**src/hw/rtl/lccw_pkg.sv**
```systemverilog
// Package: shared types and constants for the LED chain chase waveform block.
package lccw_pkg;

    localparam int COLOR_W = 24;
    localparam int BIT_W   = 5;
    localparam int TICK_W  = 26;
    localparam int POS_W   = 5;
    localparam int ADDR_W  = 5;
    localparam int DATA_W  = 32;

    localparam logic [BIT_W-1:0] BIT_TOP = 5'd23;

    localparam logic [23:0] FG_COLOR_RST   = 24'h000F00;
    localparam logic [23:0] BG_COLOR_RST   = 24'h00000F;
    localparam logic [9:0]  ONE_HIGH_RST   = 10'd140;
    localparam logic [9:0]  ONE_LOW_RST    = 10'd160;
    localparam logic [9:0]  ZERO_HIGH_RST  = 10'd70;
    localparam logic [9:0]  ZERO_LOW_RST   = 10'd120;
    localparam logic [15:0] LATCH_RST      = 16'd12000;
    localparam logic [25:0] FRAME_WAIT_RST = 26'd4000000;

    typedef enum logic [1:0] {
        PH_HIGH,
        PH_LOW,
        PH_LATCH,
        PH_WAIT
    } phase_t;

    typedef enum logic [2:0] {
        REG_FG_COLOR,
        REG_BG_COLOR,
        REG_ONE_HIGH,
        REG_ONE_LOW,
        REG_ZERO_HIGH,
        REG_ZERO_LOW,
        REG_LATCH,
        REG_FRAME_WAIT
    } reg_idx_t;

    typedef struct packed {
        logic [23:0] fg_color;
        logic [23:0] bg_color;
        logic [9:0]  one_high;
        logic [9:0]  one_low;
        logic [9:0]  zero_high;
        logic [9:0]  zero_low;
        logic [15:0] latch;
        logic [25:0] frame_wait;
    } cfg_t;

    // Head of the front queue as seen by the back end
    typedef struct packed {
        logic valid;
        logic tick_enable;
    } q_word_t;

endpackage

```
**src/hw/rtl/lccw_if.sv**
```systemverilog
// Interfaces: tick input channel and waveform result channel.
interface lccw_in_if;
    logic valid;
    logic ready;
    logic tick_enable;

    modport source (output valid, output tick_enable, input ready);
    modport sink (input valid, input tick_enable, output ready);
endinterface

interface lccw_out_if;
    logic       valid;
    logic       ready;
    logic       line_level;
    logic [4:0] lit_position;
    logic       frame_done;

    modport source (output valid, output line_level, output lit_position,
                    output frame_done, input ready);
    modport sink (input valid, input line_level, input lit_position,
                  input frame_done, output ready);
endinterface

```
**src/hw/rtl/lccw_cfg.sv**
```systemverilog
// Configuration register file behind the APB-style port.
module lccw_cfg (
    input  logic                      clk,
    input  logic                      rst_n,
    input  logic                      psel,
    input  logic                      penable,
    input  logic                      pwrite,
    input  logic [lccw_pkg::ADDR_W-1:0] paddr,
    input  logic [lccw_pkg::DATA_W-1:0] pwdata,
    output logic [lccw_pkg::DATA_W-1:0] prdata,
    output logic                      pready,
    output lccw_pkg::cfg_t            cfg
);

    logic [23:0] fg_color_reg;
    logic [23:0] bg_color_reg;
    logic [9:0]  one_high_reg;
    logic [9:0]  one_low_reg;
    logic [9:0]  zero_high_reg;
    logic [9:0]  zero_low_reg;
    logic [15:0] latch_reg;
    logic [25:0] frame_wait_reg;

    lccw_pkg::reg_idx_t idx;
    logic               wr_en;

    assign pready = 1'b1;
    assign idx    = lccw_pkg::reg_idx_t'(paddr[4:2]);
    assign wr_en  = psel && penable && pwrite;

    always_ff @(posedge clk or negedge rst_n)
    begin
        if (!rst_n)
        begin
            fg_color_reg   <= lccw_pkg::FG_COLOR_RST;
            bg_color_reg   <= lccw_pkg::BG_COLOR_RST;
            one_high_reg   <= lccw_pkg::ONE_HIGH_RST;
            one_low_reg    <= lccw_pkg::ONE_LOW_RST;
            zero_high_reg  <= lccw_pkg::ZERO_HIGH_RST;
            zero_low_reg   <= lccw_pkg::ZERO_LOW_RST;
            latch_reg      <= lccw_pkg::LATCH_RST;
            frame_wait_reg <= lccw_pkg::FRAME_WAIT_RST;
        end
        else if (wr_en)
        begin
            unique case (idx)
                lccw_pkg::REG_FG_COLOR:   fg_color_reg   <= pwdata[23:0];
                lccw_pkg::REG_BG_COLOR:   bg_color_reg   <= pwdata[23:0];
                lccw_pkg::REG_ONE_HIGH:   one_high_reg   <= pwdata[9:0];
                lccw_pkg::REG_ONE_LOW:    one_low_reg    <= pwdata[9:0];
                lccw_pkg::REG_ZERO_HIGH:  zero_high_reg  <= pwdata[9:0];
                lccw_pkg::REG_ZERO_LOW:   zero_low_reg   <= pwdata[9:0];
                lccw_pkg::REG_LATCH:      latch_reg      <= pwdata[15:0];
                lccw_pkg::REG_FRAME_WAIT: frame_wait_reg <= pwdata[25:0];
                default: ;
            endcase
        end
    end

    always_comb
    begin
        unique case (idx)
            lccw_pkg::REG_FG_COLOR:   prdata = {8'd0, fg_color_reg};
            lccw_pkg::REG_BG_COLOR:   prdata = {8'd0, bg_color_reg};
            lccw_pkg::REG_ONE_HIGH:   prdata = {22'd0, one_high_reg};
            lccw_pkg::REG_ONE_LOW:    prdata = {22'd0, one_low_reg};
            lccw_pkg::REG_ZERO_HIGH:  prdata = {22'd0, zero_high_reg};
            lccw_pkg::REG_ZERO_LOW:   prdata = {22'd0, zero_low_reg};
            lccw_pkg::REG_LATCH:      prdata = {16'd0, latch_reg};
            lccw_pkg::REG_FRAME_WAIT: prdata = {6'd0, frame_wait_reg};
            default:                  prdata = '0;
        endcase
    end

    assign cfg.fg_color   = fg_color_reg;
    assign cfg.bg_color   = bg_color_reg;
    assign cfg.one_high   = one_high_reg;
    assign cfg.one_low    = one_low_reg;
    assign cfg.zero_high  = zero_high_reg;
    assign cfg.zero_low   = zero_low_reg;
    assign cfg.latch      = latch_reg;
    assign cfg.frame_wait = frame_wait_reg;

endmodule

```
**src/hw/rtl/lccw_front.sv**
```systemverilog
// Front end: accepts tick words into a two-entry queue for the back end.
module lccw_front (
    input  logic              clk,
    input  logic              rst_n,
    lccw_in_if.sink           tick_in,
    input  logic              q_pop,
    output lccw_pkg::q_word_t q_word
);

    localparam int            Q_DEPTH = 2;
    localparam logic [1:0]    Q_FULL  = 2'(Q_DEPTH);

    logic       slot_reg [Q_DEPTH];
    logic       wr_ptr_reg;
    logic       rd_ptr_reg;
    logic [1:0] cnt_reg;
    logic [1:0] cnt_next;
    logic       push;

    assign tick_in.ready = (cnt_reg != Q_FULL);
    assign push          = tick_in.valid && tick_in.ready;

    assign q_word.valid       = (cnt_reg != 2'd0);
    assign q_word.tick_enable = slot_reg[rd_ptr_reg];

    always_comb
    begin
        cnt_next = cnt_reg;
        if (push && !q_pop)
            cnt_next = cnt_reg + 2'd1;
        else if (!push && q_pop)
            cnt_next = cnt_reg - 2'd1;
    end

    always_ff @(posedge clk)
    begin
        if (push)
            slot_reg[wr_ptr_reg] <= tick_in.tick_enable;
    end

    always_ff @(posedge clk or negedge rst_n)
    begin
        if (!rst_n)
        begin
            wr_ptr_reg <= 1'b0;
            rd_ptr_reg <= 1'b0;
            cnt_reg    <= 2'd0;
        end
        else
        begin
            cnt_reg <= cnt_next;
            if (push)
                wr_ptr_reg <= ~wr_ptr_reg;
            if (q_pop)
                rd_ptr_reg <= ~rd_ptr_reg;
        end
    end

    a_cnt_bound: assert property (@(posedge clk) disable iff (!rst_n)
        cnt_reg <= Q_FULL)
        else $error("queue count beyond depth");

    a_pop_nonempty: assert property (@(posedge clk) disable iff (!rst_n)
        q_pop |-> cnt_reg != 2'd0)
        else $error("pop from empty queue");

    a_push_only: assert property (@(posedge clk) disable iff (!rst_n)
        push && !q_pop |=> cnt_reg == $past(cnt_reg) + 2'd1)
        else $error("queue count did not follow push");

endmodule

```
**src/hw/rtl/lccw_back.sv**
```systemverilog
// Back end: waveform sequencer stepping one tick per queue word with tick_enable set, with output register.
module lccw_back #(
    parameter int CHAIN_LENGTH = 24
) (
    input  logic              clk,
    input  logic              rst_n,
    input  lccw_pkg::cfg_t    cfg,
    input  lccw_pkg::q_word_t q_word,
    output logic              q_pop,
    lccw_out_if.source        wave_out
);

    localparam int IDX_W = (CHAIN_LENGTH > 1) ? $clog2(CHAIN_LENGTH) : 1;
    localparam logic [IDX_W-1:0] LAST_IDX = IDX_W'(CHAIN_LENGTH - 1);

    lccw_pkg::phase_t phase_reg, phase_next;
    logic [IDX_W-1:0]            lit_idx_reg, lit_idx_next;
    logic [IDX_W-1:0]            pixel_cnt_reg, pixel_cnt_next;
    logic [lccw_pkg::BIT_W-1:0]  bit_cnt_reg, bit_cnt_next;
    logic [lccw_pkg::TICK_W-1:0] tick_cnt_reg, tick_cnt_next;
    logic                        done_next;

    logic                        out_valid_reg;
    logic                        line_reg;
    logic [lccw_pkg::POS_W-1:0]  pos_reg;
    logic                        done_reg;

    logic                        step;
    logic                        run;
    logic [23:0]                 color;
    logic                        cur_bit;
    logic [lccw_pkg::TICK_W-1:0] dur_raw;
    logic [lccw_pkg::TICK_W-1:0] dur;
    logic [lccw_pkg::TICK_W:0]   tick_inc;
    logic                        expired;
    logic                        last_bit;
    logic                        last_pix;
    logic                        wait_zero;

    assign step  = q_word.valid && (!out_valid_reg || wave_out.ready);
    assign q_pop = step;
    assign run   = step && q_word.tick_enable;

    assign color     = (pixel_cnt_reg == lit_idx_reg) ? cfg.fg_color : cfg.bg_color;
    assign cur_bit   = color[bit_cnt_reg];
    assign tick_inc  = {1'b0, tick_cnt_reg} + 27'd1;
    assign last_bit  = (bit_cnt_reg == '0);
    assign last_pix  = (pixel_cnt_reg == LAST_IDX);
    assign wait_zero = (cfg.frame_wait == '0);

    always_comb
    begin
        unique case (phase_reg)
            lccw_pkg::PH_HIGH:
                dur_raw = 26'(cur_bit ? cfg.one_high : cfg.zero_high);
            lccw_pkg::PH_LOW:
                dur_raw = 26'(cur_bit ? cfg.one_low : cfg.zero_low);
            lccw_pkg::PH_LATCH:
                dur_raw = 26'(cfg.latch);
            lccw_pkg::PH_WAIT:
                dur_raw = cfg.frame_wait;
            default:
                dur_raw = '0;
        endcase
        // bit and latch periods last at least one tick; the wait may be empty
        if (dur_raw == '0 && phase_reg != lccw_pkg::PH_WAIT)
            dur = 26'd1;
        else
            dur = dur_raw;
    end

    assign expired = (tick_inc >= {1'b0, dur});

    // next phase
    always_comb
    begin
        phase_next = phase_reg;
        if (run && expired)
        begin
            unique case (phase_reg)
                lccw_pkg::PH_HIGH:  phase_next = lccw_pkg::PH_LOW;
                lccw_pkg::PH_LOW:
                    phase_next = (last_bit && last_pix) ? lccw_pkg::PH_LATCH
                                                        : lccw_pkg::PH_HIGH;
                lccw_pkg::PH_LATCH:
                    phase_next = wait_zero ? lccw_pkg::PH_HIGH : lccw_pkg::PH_WAIT;
                lccw_pkg::PH_WAIT:  phase_next = lccw_pkg::PH_HIGH;
                default:            phase_next = lccw_pkg::PH_HIGH;
            endcase
        end
    end

    // counters and frame-done flag
    always_comb
    begin
        lit_idx_next   = lit_idx_reg;
        pixel_cnt_next = pixel_cnt_reg;
        bit_cnt_next   = bit_cnt_reg;
        tick_cnt_next  = tick_cnt_reg;
        done_next      = 1'b0;
        if (run)
        begin
            tick_cnt_next = expired ? '0 : tick_inc[lccw_pkg::TICK_W-1:0];
            if (expired)
            begin
                unique case (phase_reg)
                    lccw_pkg::PH_HIGH: ;
                    lccw_pkg::PH_LOW:
                    begin
                        if (last_bit)
                        begin
                            bit_cnt_next   = lccw_pkg::BIT_TOP;
                            pixel_cnt_next = last_pix ? '0 : pixel_cnt_reg + 1'b1;
                        end
                        else
                            bit_cnt_next = bit_cnt_reg - 1'b1;
                    end
                    lccw_pkg::PH_LATCH:
                    begin
                        if (wait_zero)
                        begin
                            lit_idx_next = (lit_idx_reg == LAST_IDX) ? '0
                                                                     : lit_idx_reg + 1'b1;
                            done_next    = 1'b1;
                        end
                    end
                    lccw_pkg::PH_WAIT:
                    begin
                        lit_idx_next = (lit_idx_reg == LAST_IDX) ? '0 : lit_idx_reg + 1'b1;
                        done_next    = 1'b1;
                    end
                    default: ;
                endcase
            end
        end
    end

    always_ff @(posedge clk or negedge rst_n)
    begin
        if (!rst_n)
        begin
            phase_reg     <= lccw_pkg::PH_HIGH;
            lit_idx_reg   <= '0;
            pixel_cnt_reg <= '0;
            bit_cnt_reg   <= lccw_pkg::BIT_TOP;
            tick_cnt_reg  <= '0;
            out_valid_reg <= 1'b0;
        end
        else
        begin
            phase_reg     <= phase_next;
            lit_idx_reg   <= lit_idx_next;
            pixel_cnt_reg <= pixel_cnt_next;
            bit_cnt_reg   <= bit_cnt_next;
            tick_cnt_reg  <= tick_cnt_next;
            if (step)
                out_valid_reg <= 1'b1;
            else if (wave_out.ready)
                out_valid_reg <= 1'b0;
        end
    end

    // level is the one driven during this tick, position the one after it
    always_ff @(posedge clk)
    begin
        if (step)
        begin
            line_reg <= (phase_reg == lccw_pkg::PH_HIGH);
            pos_reg  <= lccw_pkg::POS_W'(lit_idx_next);
            done_reg <= done_next;
        end
    end

    assign wave_out.valid        = out_valid_reg;
    assign wave_out.line_level   = line_reg;
    assign wave_out.lit_position = pos_reg;
    assign wave_out.frame_done   = done_reg;

    a_hold: assert property (@(posedge clk) disable iff (!rst_n)
        !run |=> $stable(phase_reg) && $stable(tick_cnt_reg) && $stable(lit_idx_reg)
                 && $stable(pixel_cnt_reg) && $stable(bit_cnt_reg))
        else $error("sequencer state moved without an enabled tick");

    a_frame_restart: assert property (@(posedge clk) disable iff (!rst_n)
        run && done_next |=> phase_reg == lccw_pkg::PH_HIGH && tick_cnt_reg == '0
                             && pixel_cnt_reg == '0 && bit_cnt_reg == lccw_pkg::BIT_TOP)
        else $error("frame did not restart at first bit");

    a_count_range: assert property (@(posedge clk) disable iff (!rst_n)
        lit_idx_reg <= LAST_IDX && pixel_cnt_reg <= LAST_IDX
        && bit_cnt_reg <= lccw_pkg::BIT_TOP)
        else $error("counter out of range");

endmodule

```
**src/hw/rtl/led_chain_chase_waveform.sv**
```systemverilog
// Top level: LED chain chase waveform driver with APB configuration.
//
//  channel    dir  handshake        payload
//  tick_in    in   valid/ready      tick_enable
//  wave_out   out  valid/ready      line_level, lit_position, frame_done
//  apb        in   psel/penable     paddr, pwdata -> prdata (pready tied high)
//
// One tick word is taken every cycle while the queue has room; its result is registered in the
// front queue, then in the back end's output register, before it is valid to the receiver.
// Reset puts the sequencer at the high phase of bit 23 of pixel 0, lit position 0.
// A stalled result holds in the output register while the two-entry queue keeps
// accepting; tick_in.ready drops once the queue is full.
module led_chain_chase_waveform #(
    parameter int CHAIN_LENGTH = 24
) (
    input  logic                        clk,
    input  logic                        rst_n,
    input  logic                        psel,
    input  logic                        penable,
    input  logic                        pwrite,
    input  logic [lccw_pkg::ADDR_W-1:0] paddr,
    input  logic [lccw_pkg::DATA_W-1:0] pwdata,
    output logic [lccw_pkg::DATA_W-1:0] prdata,
    output logic                        pready,
    lccw_in_if.sink                     tick_in,
    lccw_out_if.source                  wave_out
);

    lccw_pkg::cfg_t    cfg;
    lccw_pkg::q_word_t q_word;
    logic              q_pop;

    lccw_cfg u_cfg (
        .clk     (clk),
        .rst_n   (rst_n),
        .psel    (psel),
        .penable (penable),
        .pwrite  (pwrite),
        .paddr   (paddr),
        .pwdata  (pwdata),
        .prdata  (prdata),
        .pready  (pready),
        .cfg     (cfg)
    );

    lccw_front u_front (
        .clk     (clk),
        .rst_n   (rst_n),
        .tick_in (tick_in),
        .q_pop   (q_pop),
        .q_word  (q_word)
    );

    lccw_back #(
        .CHAIN_LENGTH (CHAIN_LENGTH)
    ) u_back (
        .clk      (clk),
        .rst_n    (rst_n),
        .cfg      (cfg),
        .q_word   (q_word),
        .q_pop    (q_pop),
        .wave_out (wave_out)
    );

endmodule
```
**src/flat_wrapper.sv**
```systemverilog
// flat-port wrapper written by rule: the top's interface ports become plain ports
module led_chain_chase_waveform_flat 
#(
    parameter int CHAIN_LENGTH = 24
)
  (clk, rst_n, psel, penable, pwrite, paddr, pwdata, prdata, pready, tick_in_valid, tick_in_tick_enable, tick_in_ready, wave_out_valid, wave_out_line_level, wave_out_lit_position, wave_out_frame_done, wave_out_ready);
  lccw_in_if tick_in_i ();
  lccw_out_if wave_out_i ();
  input  logic clk;
  input  logic rst_n;
  input  logic psel;
  input  logic penable;
  input  logic pwrite;
  input  logic [lccw_pkg::ADDR_W-1:0] paddr;
  input  logic [lccw_pkg::DATA_W-1:0] pwdata;
  output logic [lccw_pkg::DATA_W-1:0] prdata;
  output logic pready;
  input wire logic [$bits(tick_in_i.valid)-1:0] tick_in_valid;
  input wire logic [$bits(tick_in_i.tick_enable)-1:0] tick_in_tick_enable;
  output wire logic [$bits(tick_in_i.ready)-1:0] tick_in_ready;
  output wire logic [$bits(wave_out_i.valid)-1:0] wave_out_valid;
  output wire logic [$bits(wave_out_i.line_level)-1:0] wave_out_line_level;
  output wire logic [$bits(wave_out_i.lit_position)-1:0] wave_out_lit_position;
  output wire logic [$bits(wave_out_i.frame_done)-1:0] wave_out_frame_done;
  input wire logic [$bits(wave_out_i.ready)-1:0] wave_out_ready;
  assign tick_in_i.valid = tick_in_valid;
  assign tick_in_i.tick_enable = tick_in_tick_enable;
  assign tick_in_ready = tick_in_i.ready;
  assign wave_out_valid = wave_out_i.valid;
  assign wave_out_line_level = wave_out_i.line_level;
  assign wave_out_lit_position = wave_out_i.lit_position;
  assign wave_out_frame_done = wave_out_i.frame_done;
  assign wave_out_i.ready = wave_out_ready;
  led_chain_chase_waveform #(.CHAIN_LENGTH(CHAIN_LENGTH)) u_core (.clk(clk), .rst_n(rst_n), .psel(psel), .penable(penable), .pwrite(pwrite), .paddr(paddr), .pwdata(pwdata), .prdata(prdata), .pready(pready), .tick_in(tick_in_i), .wave_out(wave_out_i));
endmodule
```
**config.mk**
```make
export PLATFORM = sky130hd
export DESIGN_NAME = led_chain_chase_waveform_flat
export DESIGN_NICKNAME = d
export VERILOG_FILES = /design/src/hw/rtl/lccw_pkg.sv /design/src/hw/rtl/lccw_if.sv /design/src/hw/rtl/lccw_cfg.sv /design/src/hw/rtl/lccw_front.sv /design/src/hw/rtl/lccw_back.sv /design/src/hw/rtl/led_chain_chase_waveform.sv /design/src/flat_wrapper.sv
export SDC_FILE = /design/constraint.sdc
export NUM_CORES = 1
export LEC_CHECK = 0
export ABC_CLOCK_PERIOD_IN_PS = 7100
export BUFFER_PORTS_ARGS = -buffer_cell sky130_fd_sc_hd__buf_2
export CORE_MARGIN = 1.5
export CORE_UTILIZATION = 35
export DETAILED_ROUTE_END_ITERATION = 6
export PLACE_DENSITY = 0.54
export SLEW_MARGIN = 20
export SYNTH_ARGS = -nofsm -noshare
export SYNTH_HDL_FRONTEND = slang
export SYNTH_HIERARCHICAL = 1
export SYNTH_SLANG_ARGS = --single-unit
```
**constraint.sdc**
```tcl
create_clock -name clk -period 7.1 [get_ports clk]
set_clock_uncertainty 0.15 [all_clocks]
set_input_delay 1.42 -clock clk [delete_from_list [all_inputs] [get_ports clk]]
set_output_delay 1.42 -clock clk [all_outputs]
set_load 0.05 [all_outputs]
```
==> results.sh <==
export IMPL_synth_distinct_cells=76
export IMPL_p_per_area_mw_per_mm2=346.2
export IMPL_worst_slew_pin_slew_ns=0.9394
export IMPL_status="complete, no violations"
export IMPL_area_delta_synth_final_pct=10.20
export IMPL_syn_area_sq_mm=0.01126
export IMPL_met3_usage_pct=2.954
export IMPL_chipWidth_um=182.4
export IMPL_cp_arrival_ns=6.51
export IMPL_finalSetupTns_ns=0
export IMPL_yosysSeqAreaShare_pct=42.38
export IMPL_drcViolationCount=0
export IMPL_busiest_layer="met2"
export IMPL_hold_viol=0
export IMPL_rows=65
export IMPL_diodes=0
export IMPL_path_cells="mux4_2 -> nor2_1 -> o21a_1 -> a211oi_1 -> a31oi_1 -> nor2_2 -> nand2_4 -> mux2i_1 -> mux4_2 -> ha_1 -> nor2b_1 -> o21a_1 -> o21a_1 -> o21a_1 -> o21a_1 -> o21a_1 -> o21a_1 -> o211ai_1 -> a211oi_1 -> o21ai_0 -> mux2_2"
export IMPL_cts_resized=0
export IMPL_crit_family="compound AO/OA/AOI/OAI gates"
export IMPL_initial_core_util_pct=35.59
export IMPL_crit_path_end_kind="register"
export IMPL_path_buf_inv=0
export IMPL_layout_drive_gt1_share_pct=32.33
export IMPL_fin_util_pct=39.22
export IMPL_gr_total_overflow=0
export IMPL_die_area_sq_mm=0.03326
export IMPL_htree_levels=4
export IMPL_cts_clk_slew_worst_paths_ns=0.07
export IMPL_min_path_type="reg -> reg"
export IMPL_final_antenna_net_count=0
export IMPL_grt_max_degree=63
export IMPL_drv_slew=0
export IMPL_routedWlPerCell_um=20.60
export IMPL_ys_warn_count=6
export IMPL_clk_latency_ns=0.45
export IMPL_async_reset_ff_share_pct=95.19
export IMPL_layout_nets=1121
export IMPL_cts_setup_buffers=0
export IMPL_path_max_fanout=22
export IMPL_ctsHoldBuffers=0
export IMPL_nFillCells=3070
export IMPL_setup_viol=0
export IMPL_firstDrtPassIters=7
export IMPL_cts_tree="built"
export IMPL_core_area_sq_mm=0.03164
export IMPL_vdd_drop_max_v=0.0001792
export IMPL_met2_usage_pct=30.15
export IMPL_multi_input_area_sq_mm=0.005982
export IMPL_antenna_found_initial=0
export IMPL_cts_buffer_depth=2
export IMPL_via_per_inst=5.518
export IMPL_worstSetupPathType="reg -> reg"
export IMPL_cts_sinks=187
export IMPL_numCtsBuffers=17
export IMPL_postSynthAreaPerCell_sq_um=11.27
export IMPL_slew_headroom_pct=37.31
export IMPL_finalCritPeriodShare_pct=91.11
export IMPL_worstPathRequired_ns=7.14
export IMPL_period_needed_ns=6.469
export IMPL_maxCapViolations=0
export IMPL_r2r_slack_ns=0.63
export IMPL_grt_setup_unrepaired="false"
export IMPL_place_hpwl_mm=20.76
export IMPL_io_buffers=71
export IMPL_critPathSlowestCell="dfstp_2"
export IMPL_whs_ns=0.3339
export IMPL_first_iter_violations=521
export IMPL_fmax_mhz=154.6
export IMPL_ys_flop_type="dfrtp_1"
export IMPL_ys_ff_latch=187
export IMPL_critPathLaunchType="register"
export IMPL_drt_wl_total_mm=30.07
export IMPL_syn_inst=999
export IMPL_regArea_sq_mm=0.004772
export IMPL_grt_pass1_wl_mm=47.40
export IMPL_grt_use_total_pct=18.67
export IMPL_p_leak_nw=5.547
export IMPL_grt_pass1_vias=7946
export IMPL_gp_congestion=0.8039
export IMPL_max_stage_delay_ns=0.93
export IMPL_fp_dieH_um=182.4
export IMPL_met1_usage_pct=26.40
export IMPL_io_pins=87
export IMPL_vias=8056
export IMPL_crit_path_frequent_cell="o21a_1"
export IMPL_cts_root_buffer="clkbuf_16"
export IMPL_synth_edf_count=9
## layer usage
layer | wire [um] | up-vias
met4 | 252 | 0
met1 | 14510 | 4116
met2 | 14060 | 155
li1 | - | 3763
met3 | 1249 | 22
met5 | 0 | -
## final timing paths
check | from | end | cells past startpoint
setup reg to reg | u_core/u_back/bit_cnt_reg[0] | u_core/u_back/wave_out.lit_position[0] | 21
setup / recovery | u_core/u_back/bit_cnt_reg[0] | u_core/u_back/wave_out.lit_position[0] | 21
max in group asynchronous | rst_n | u_core/u_cfg/one_high_reg[4] | 2
hold reg to reg | u_core/u_front/rd_ptr_reg | u_core/u_front/rd_ptr_reg | 1
hold / removal | u_core/u_front/rd_ptr_reg | u_core/u_front/rd_ptr_reg | 1
min in group asynchronous | rst_n | u_core/u_back/wave_out.valid | 1
## kinds of logic after synthesis
group / after synthesis / synth area share (%)
adders and majority gates: 31 / 3.445
buffers and inverters: 88 / 4.701
xor gates and xnor gates: 38 / 3.023
other: 2 / 0.06670
muxes: 225 / 23.52
and+or+nand+nor: 264 / 12.65
AOI/OAI and AO/OA: 164 / 10.21
DFF: 187 / 42.38
## cells in the mapped netlist (all sizes together), types with 9 or more instances
master	instances	area, sq um
o22ai	14	87.58
nor3	14	96.35
ha	31	387.9
dfrtp	140	3503
inv	22	82.58
mux4	11	247.7
xor2	12	105.1
nand2	82	322.8
dfstp	38	998.5
o211ai	9	67.56
and3	20	126.4
nand2b	10	70.06
nor4	10	68.81
a211oi	12	90.09
nand3	32	165.2
xnor2	26	235.2
nor2	44	190.2
a21o	15	112.6
nor3b	9	67.56
nand4	11	83.83
mux2	147	1730
buf	36	262.8
mux2i	67	670.6
o21ai	47	235.2
clkbuf	30	183.9
edfxtp	9	270.3
## through the flow
stage	power [W]	std cells	area [sq um]	worst slack, ns
after detailed placement	0.003339	1428	11830	0.6972
after global placement	0.003315	1428	11830	0.7445
after global routing	0.004545	1460	12410	0.2330
after CTS	0.004325	1460	12410	0.6615
after floorplan	0.002865	1004	11280	1.638
final	0.004296	1460	12410	0.6310
## area by class of cell
class	count	share of cell area (%)
clock inverter	13	1.008
multi-input combinational	729	48.21
inverter	22	0.6655
clock buffer	19	3.660
tap	402	4.054
sequential	187	38.46
timing repair buffer	88	3.943
## cell usage in the layout (no fill, tap or decap), drive strengths merged, types with 20 or more instances in the layout
| master | instances |
|---|---|
| and3 | 20 |
| buf | 88 |
| dfrtp | 140 |
| dfstp | 38 |
| ha | 31 |
| inv | 30 |
| mux2 | 147 |
| mux2i | 67 |
| nand2 | 82 |
| nand3 | 32 |
| nor2 | 44 |
| o21ai | 47 |
| xnor2 | 26 |
## report_power, final
part / switching [W] / internal, W / total (W)
Clock: 0.000481 / 0.000486 / 0.000967
Combinational: 0.000993 / 0.000726 / 0.00172
Sequential: 0.000279 / 0.00133 / 0.00161
Note: power is estimated with default switching activity, not from simulation.
